==> config.mk <==
export PLATFORM = sky130hd
export DESIGN_NAME = efr_queue
export DESIGN_NICKNAME = d
export VERILOG_FILES = /design/src/sv/efr_pkg.sv /design/src/sv/efr_queue.sv
export SDC_FILE = /design/constraint.sdc
export NUM_CORES = 1
export LEC_CHECK = 0
export ABC_AREA = 1
export CAP_MARGIN = 20
export CORE_MARGIN = 1
export CORE_UTILIZATION = 40
export DETAILED_ROUTE_END_ITERATION = 12
export DONT_BUFFER_PORTS = 1
export REMOVE_ABC_BUFFERS = 1
export SYNTH_ARGS = -nofsm -noshare
export SYNTH_HDL_FRONTEND = slang
export SYNTH_SLANG_ARGS = --single-unit
==> constraint.sdc <==
create_clock -name clk -period 18.2 [get_ports clk]
set_clock_uncertainty 0.2 [all_clocks]
set_input_delay 0.91 -clock clk [delete_from_list [all_inputs] [get_ports clk]]
set_output_delay 0.91 -clock clk [all_outputs]
set_load 0.005 [all_outputs]
==> src/sv/efr_pkg.sv <==
// Package: shared constants and types of the triangle rasterizer.
package efr_pkg;
  localparam int Lanes      = 32;
  localparam int CoordBits  = 10;
  localparam int SlopeBits  = CoordBits + 2;
  localparam int ValueBits  = 2 * CoordBits + 5;
  localparam int LaneBits   = (Lanes > 1) ? $clog2(Lanes) : 1;
  localparam int CovBits    = 32;
  localparam int QueueDepth = 2;

  typedef enum logic {
    CMD_LOAD = 1'b0,
    CMD_SCAN = 1'b1
  } cmd_t;

  typedef struct packed {
    logic [SlopeBits-1:0] a;
    logic [SlopeBits-1:0] b;
    logic [ValueBits-1:0] c0;
    logic                 tie;
  } edge_setup_t;

  // item handed from the front to the back
  typedef struct packed {
    logic                 is_load;
    edge_setup_t [2:0]    edges;
    logic [CoordBits-1:0] x_min;
    logic [CoordBits-1:0] x_max;
    logic [CoordBits-1:0] y_min;
    logic [CoordBits-1:0] y_max;
    logic [31:0]          color;
  } job_t;

  typedef struct packed {
    logic [9:0]  row_y;
    logic [9:0]  chunk_x;
    logic [31:0] coverage;
    logic [31:0] pixel_color;
    logic        last_chunk;
  } result_t;
endpackage

==> src/sv/efr_queue.sv <==
// Queue: short FIFO of classified items between front and back.
module efr_queue (
  input  logic          clk,
  input  logic          rst_n,
  input  logic          wr_valid,
  output logic          wr_ready,
  input  efr_pkg::job_t wr_data,
  output logic          rd_valid,
  input  logic          rd_ready,
  output efr_pkg::job_t rd_data
);
  localparam int D  = efr_pkg::QueueDepth;
  localparam int PB = (D > 1) ? $clog2(D) : 1;

  efr_pkg::job_t   mem_r [D];
  logic [PB-1:0]   wp_r, rp_r;
  logic [PB:0]     cnt_r;
  logic            wr, rd;

  assign wr_ready = cnt_r != (PB+1)'(D);
  assign rd_valid = cnt_r != '0;
  assign rd_data  = mem_r[rp_r];
  assign wr = wr_valid && wr_ready;
  assign rd = rd_valid && rd_ready;

  always_ff @(posedge clk) begin
    if (!rst_n) begin
      wp_r <= '0; rp_r <= '0; cnt_r <= '0;
    end else begin
      if (wr) wp_r <= (wp_r == PB'(D-1)) ? '0 : wp_r + 1'b1;
      if (rd) rp_r <= (rp_r == PB'(D-1)) ? '0 : rp_r + 1'b1;
      cnt_r <= cnt_r + (PB+1)'(wr) - (PB+1)'(rd);
    end
    if (wr) mem_r[wp_r] <= wr_data;
  end

  assert property (@(posedge clk) disable iff (!rst_n) cnt_r <= (PB+1)'(D))
    else $error("queue overfull");
  assert property (@(posedge clk) disable iff (!rst_n)
    wr && !rd |=> cnt_r == $past(cnt_r) + 1'b1)
    else $error("queue count slip");
  assert property (@(posedge clk) disable iff (!rst_n)
    rd && !wr |=> cnt_r == $past(cnt_r) - 1'b1)
    else $error("queue count slip on read");
endmodule

==> results of run 1 <==
[state kept, by name, summed over array words and instances (netlist names), named ones only]
register / count
mem_r: 446
cnt_r: 2
rp_r: 1
wp_r: 1
[layout make-up]
cell class / instances / area, µm²
sequential: 451 / 13500
fill: 3511 / 23000
inverter: 7 / 26.3
tap: 539 / 674
timing repair buffer: 9 / 67.6
clock buffer: 62 / 1210
multi-input combinational: 247 / 3270
clock inverter: 19 / 170
[layout by cell type (no fill, tap or decap)]
| cell type | synthesis | layout |
|---|---|---|
| mux2_2 | 53 | 53 |
| clkbuf_16 | 0 | 45 |
| xnor2_1 | 1 | 1 |
| dfxtp_1 | 5 | 4 |
| edfxtp_1 | 446 | 446 |
| nand2_1 | 11 | 11 |
| bufinv_16 | 0 | 3 |
| clkbuf_1 | 0 | 15 |
| mux2_4 | 170 | 170 |
| ha_1 | 1 | 1 |
| nand3_1 | 1 | 1 |
| clkinv_1 | 0 | 5 |
| inv_1 | 7 | 7 |
| nor2_4 | 0 | 2 |
| buf_4 | 0 | 9 |
| clkbuf_8 | 0 | 2 |
| inv_8 | 0 | 1 |
| nor2_1 | 9 | 7 |
| dfxtp_4 | 0 | 1 |
| a21oi_1 | 1 | 1 |
| clkinv_2 | 0 | 10 |
[layer usage]
layer | global-route usage (%) | up-vias | share of wire, %
met4 | 5.26 | 0 | 2.3
met2 | 23.4 | 308 | 49
met5 | 0 | - | 0
met3 | 8.05 | 49 | 13
met1 | 15.3 | 3368 | 35
li1 | - | 2947 | -
[metrics by stage]
step,hold WS [ns],setup WS [ns],total power [W]
2_1_floorplan,0.267,6.87,0.00197
3_3_place_gp,0.280,13.84,0.00190
3_5_place_dp,0.287,13.79,0.00190
4_1_cts,0.199,13.19,0.00278
5_1_grt,0.210,13.03,0.00285
6_report,0.248,13.29,0.00274
[cells by family after synthesis]
| group | count (synthesis) | synth area share (%) |
|---|---|---|
| AND/OR/NAND/NOR | 21 | 0.470 |
| AO/OA/AOI/OAI | 1 | 0.0294 |
| multiplexers | 223 | 18.5 |
| flip-flops | 451 | 79.3 |
| buffers and inverters | 32 | 1.62 |
| adder cells (fa/ha/maj) | 1 | 0.0735 |
| XOR/XNOR | 1 | 0.0515 |
[worst register-to-register path: stages, from the launching register on]
cell and delay [ns]:
dfxtp_1 0.36, inv_1 0.05, nand2_1 0.12, nand2_1 0.23, nor2_4 0.78, buf_4 0.73
buf_4 0.88
[worst paths after layout]
kind,to,cells past startpoint,slack (ns),from
hold reg to reg,register,2,0.30,rp_r$_SDFFE_PN0P_
setup / recovery,rd_data[203],3,13.29,register
hold / removal,mem_r[0][150]$_DFFE_PP_,0,0.25,wr_data[150]
setup reg to reg,mem_r[1][95]$_DFFE_PP_,6,14.39,cnt_r[0]$_SDFF_PN0_
[power groups by stage]
stage	Combinational, W	Clock, W	Sequential [W]
after floorplan	0.000493	0	0.00148
after global placement	0.000504	0	0.00140
after detailed placement	0.000507	0	0.00140
after CTS	0.000509	0.000895	0.00138
after global routing	0.000529	0.000927	0.00139
final	0.000497	0.000867	0.00137
==> flow_summary.yaml, run 1 <==
power_and_ir_drop:
  irDropWorstVdd_uv: 114
  comb_power_share_pct: 18.1
  swShare_pct: 24.5
  power.share.clock_pct: 31.7
  p_seq_share_pct: 50.2
  power.leakage_nw: 6.44
  power_switching_w: 0.000669
  powerDensity_mw_per_mm2: 145
  p_int_w: 0.00207
layout:
  fin_cells: 1334
  final_nets: 989
  syn2layout_area_growth_pct: 11.1
  fin_area_mm2: 0.0189
  num_antenna_cells: 0
  drive_gt1_share_pct: 37.2
  final_util_pct: 45.1
routing:
  via_per_inst: 5.00
  drc: 0
  dr.first_iter.drc_count: 337
  routed_wl_mm: 31.7
  firstDrtPassIters: 4
  ant_nets: 0
  num_vias: 6672
  wl_per_cell_um: 23.8
sta:
  period_needed_ns: 4.91
  tightest_slew_ns: 1.02
  min_period_over_period_pct: 27.0
  max_clock_freq_mhz: 204
  slew_headroom_pct: 32.1
  finalSetupViolCount: 0
  fin_tns_setup_ns: 0
  finalMaxSlewViolations: 0
  grt_setup_unrepaired: "no"
  finalHoldViolations: 0
setup_path:
  critPathSlowestCell: "dfxtp_4"
  cp_cell_sequence: "buf_4, buf_4, mux2_4"
  crit_path_max_incr_delay_ns: 0.96
  crit_family: "buffers and inverters"
  start_kind: "register"
  worstPathArrival_ns: 3.80
  critPathMaxFanout: 59
  cp_common_cell: "buf_4"
  crit_type: "reg2out"
  critPathCaptureType: "output port"
  critPathRequiredTime_ns: 17.09
  path_buf_inv: 2
flow_run:
  maxCapViolCount: 0
logic_synthesis:
  synth-edff-count: 446
  synth_top_area_cell: "edfxtp_1"
  synthTopCellsByArea: "edfxtp_1, mux2_4, mux2_2, buf_6, dfxtp_1"
  synth_flop_cell: "edfxtp_1"
  synth_cell_types: 13
  yosys_warnings: 0
  yosys_register_bits: 451
  synth.most_common_cell: "edfxtp_1"
  ys_top_cells_by_count: "edfxtp_1, mux2_4, mux2_2, buf_6, nand2_1"
  async_flop_share_pct: 0
  syn_area_per_cell_um2: 23.3
  synth_area_mm2: 0.0170
  ys_seq_area_share_pct: 79.3
  synth_top_area_share_pct: 78.7
  syn_inst: 730
cts:
  clk_pin_slew_ns: 0.06
  cts_hold_buf: 0
  cts_buffer_depth: 3
  cts_tree: "done"
  htree_levels: 2
  clockRootBuffer: "clkbuf_16"
  post_cts_buffers: 0
  cts_sinks: 451
  worstSkewPairLatency_ns: 0.55
  cts_resized: 0
  cts-buffers-inserted: 45
floorplan:
  io-pin-count: 452
  core_area_mm2: 0.0419
  die_w_um: 208
  die_y_um: 208
  die_area_mm2: 0.0434
  rows: 75
  initial_core_util_pct: 40.6
global_route:
  grt_pass1_wl_mm: 45.4
  antenna_found_initial: 0
  grt-ovfl-total: 0
  grt_pass1_vias: 6935
  grtUsageTotal_pct: 14.3
  grt_max_degree: 72
hold_path:
  min_path_type: "in2reg"
placement:
  io_buffers: 0
  dpl-instance-area_mm2: 0.0175
  placed_cells: 1253
  place_congestion: 0.821
  hpwlAfterDp_mm: 21.4
run_status:
  status: "completed"
Note: power is estimated with default switching activity, not from simulation.
==> inputs of run 2 (changes only) <==
clock period = 4.6 ns   (was 18.2 ns; I/O delays follow)
==> run 2 against run 1 <==
  * Core utilization is 5.8 points higher
  * Sequential power increased to 3.9 times the previous value
  * Worst setup slack got worse by 11 ns
  * Clock power grew to 4.1 times the previous value
  * Register-to-register slack got worse by 12 ns
  * Critical path depth shrank 1
  * Power grew to 4.1 times the previous value
==> flow_summary.yaml, run 2 (synthesized netlist as in run 1, its figures left out) <==
run_status:
  status: "completed"
cts:
  worstSkewPairLatency_ns: 0.56
  htree_levels: 2
  cts_sinks: 451
  cts_tree: "done"
  cts-buffers-inserted: 46
  cts_buffer_depth: 3
  clockRootBuffer: "clkbuf_16"
  post_cts_buffers: 0
  clk_pin_slew_ns: 0.06
layout:
  syn2layout_area_growth_pct: 25.5
  final_util_pct: 50.9
  reg.largest.list: "mem_r x446, cnt_r x2"
  layout_common_cells: "edfxtp_1, dlygate4sd3_1, mux2_4, mux2_2, clkbuf_16"
  largest_reg_flops: 446
  final_nets: 1222
  final_common_cell: "edfxtp_1"
  drive_gt1_share_pct: 29.2
  regMostFlops: "mem_r"
placement:
  pre_cts_ws_ns: 2.03
  hpwlAfterDp_mm: 21.1
  io_buffers: 0
  place_congestion: 0.732
setup_path:
  critPathCaptureType: "output port"
  critPathRequiredTime_ns: 4.17
  path_buf_inv: 1
  crit_path_max_incr_delay_ns: 0.80
  crit_family: "flip-flops"
  r2r_start: "cnt_r[0]$_SDFF_PN0_"
  cp_cell_sequence: "buf_4, mux2_2"
  crit_type: "reg2out"
  critPathSlowestCell: "dfxtp_4"
  worstPathArrival_ns: 2.37
  start_kind: "register"
  critPathMaxFanout: 37
floorplan:
  die_w_um: 208
  io-pin-count: 452
  die_y_um: 208
  initial_core_util_pct: 40.6
  core_area_mm2: 0.0419
  rows: 75
  die_area_mm2: 0.0434
routing:
  ant_nets: 0
  via_per_inst: 4.86
  dr.first_iter.drc_count: 305
  firstDrtPassIters: 6
  drc: 0
  routed_wl_mm: 33.4
  num_vias: 7628
  wl_per_cell_um: 21.3
sta:
  grt_setup_unrepaired: "no"
  min_period_over_period_pct: 60.9
  tightest_slew_ns: 0.966
  finalMaxSlewViolations: 0
  finalSetupViolCount: 0
  finalHoldViolations: 0
  finalWorstSetupSlack_ns: 1.80
  max_clock_freq_mhz: 357
  period_needed_ns: 2.80
  slew_headroom_pct: 35.6
power_and_ir_drop:
  comb_power_share_pct: 20.4
  power.leakage_nw: 7.45
  power_switching_w: 0.00280
  p_seq_share_pct: 48.2
  power.share.clock_pct: 31.4
  swShare_pct: 25.0
  powerDensity_mw_per_mm2: 524
  irDropWorstVdd_uv: 395
  p_int_w: 0.00839
global_route:
  grt_pass1_wl_mm: 48.5
  grt_max_degree: 161
  grt-ovfl-total: 0
  grt_pass1_vias: 8169
  grtUsageTotal_pct: 14.8
  antenna_found_initial: 3
hold_path:
  hp-start: "wr_data[116]"
  min_path_type: "in2reg"
flow_run:
  maxCapViolCount: 0
-- run 2: stage by stage --
stage	area, µm²	hold WS (ns)	total power, W	TNS (ns)	cells
6_report	21400	0.119	0.0112	0	1570
5_1_grt	21400	0.0899	0.0116	0	1569
4_1_cts	21400	0.0746	0.0113	0	1569
3_5_place_dp	17700	0.129	0.00761	0	1258
3_3_place_gp	17700	0.128	0.00759	0	1258
2_1_floorplan	16800	0.123	0.00780	-3724.07	705
-- run 2: timing repair --
item,in CTS,in global routing
gates resized for setup,0,0
hold buffers,227,0
hold endpoints to repair,451,0
-- run 2: path summary, 6_finish.rpt --
| kind | slack [ns] | to | cells past startpoint |
|---|---|---|---|
| setup reg to reg | 2.12 | mem_r[0][142]$_DFFE_PP_ | 5 |
| hold / removal | 0.12 | mem_r[1][116]$_DFFE_PP_ | 1 |
| setup / recovery | 1.80 | rd_data[23] | 2 |
| hold reg to reg | 0.29 | register | 2 |
-- run 2: routing by layer --
metal | up-vias | track usage [%] | share of wire, %
li1 | 3425 | - | -
met1 | 3817 | 16.7 | 38
met2 | 317 | 25.1 | 50
met3 | 65 | 5.69 | 8.8
met4 | 4 | 6.46 | 3.1
met5 | - | 0 | 0.093
-- run 2: final cells by class --
cell class / instances / area (µm²)
Fill cell: 3317 / 20600
Sequential cell: 451 / 13500
Multi-Input combinational cell: 247 / 3270
Timing Repair Buffer: 241 / 2460
Clock buffer: 59 / 1260
Tap cell: 539 / 674
Clock inverter: 25 / 168
Inverter: 7 / 26.3
Antenna cell: 1 / 2.50
-- run 2: power by group through the flow --
stage	combinational, W	sequential (W)	clock (W)
final	0.00228	0.00539	0.00352
after CTS	0.00233	0.00540	0.00361
after detailed placement	0.00213	0.00548	0
after floorplan	0.00195	0.00585	0
after global placement	0.00213	0.00546	0
after global routing	0.00242	0.00544	0.00376
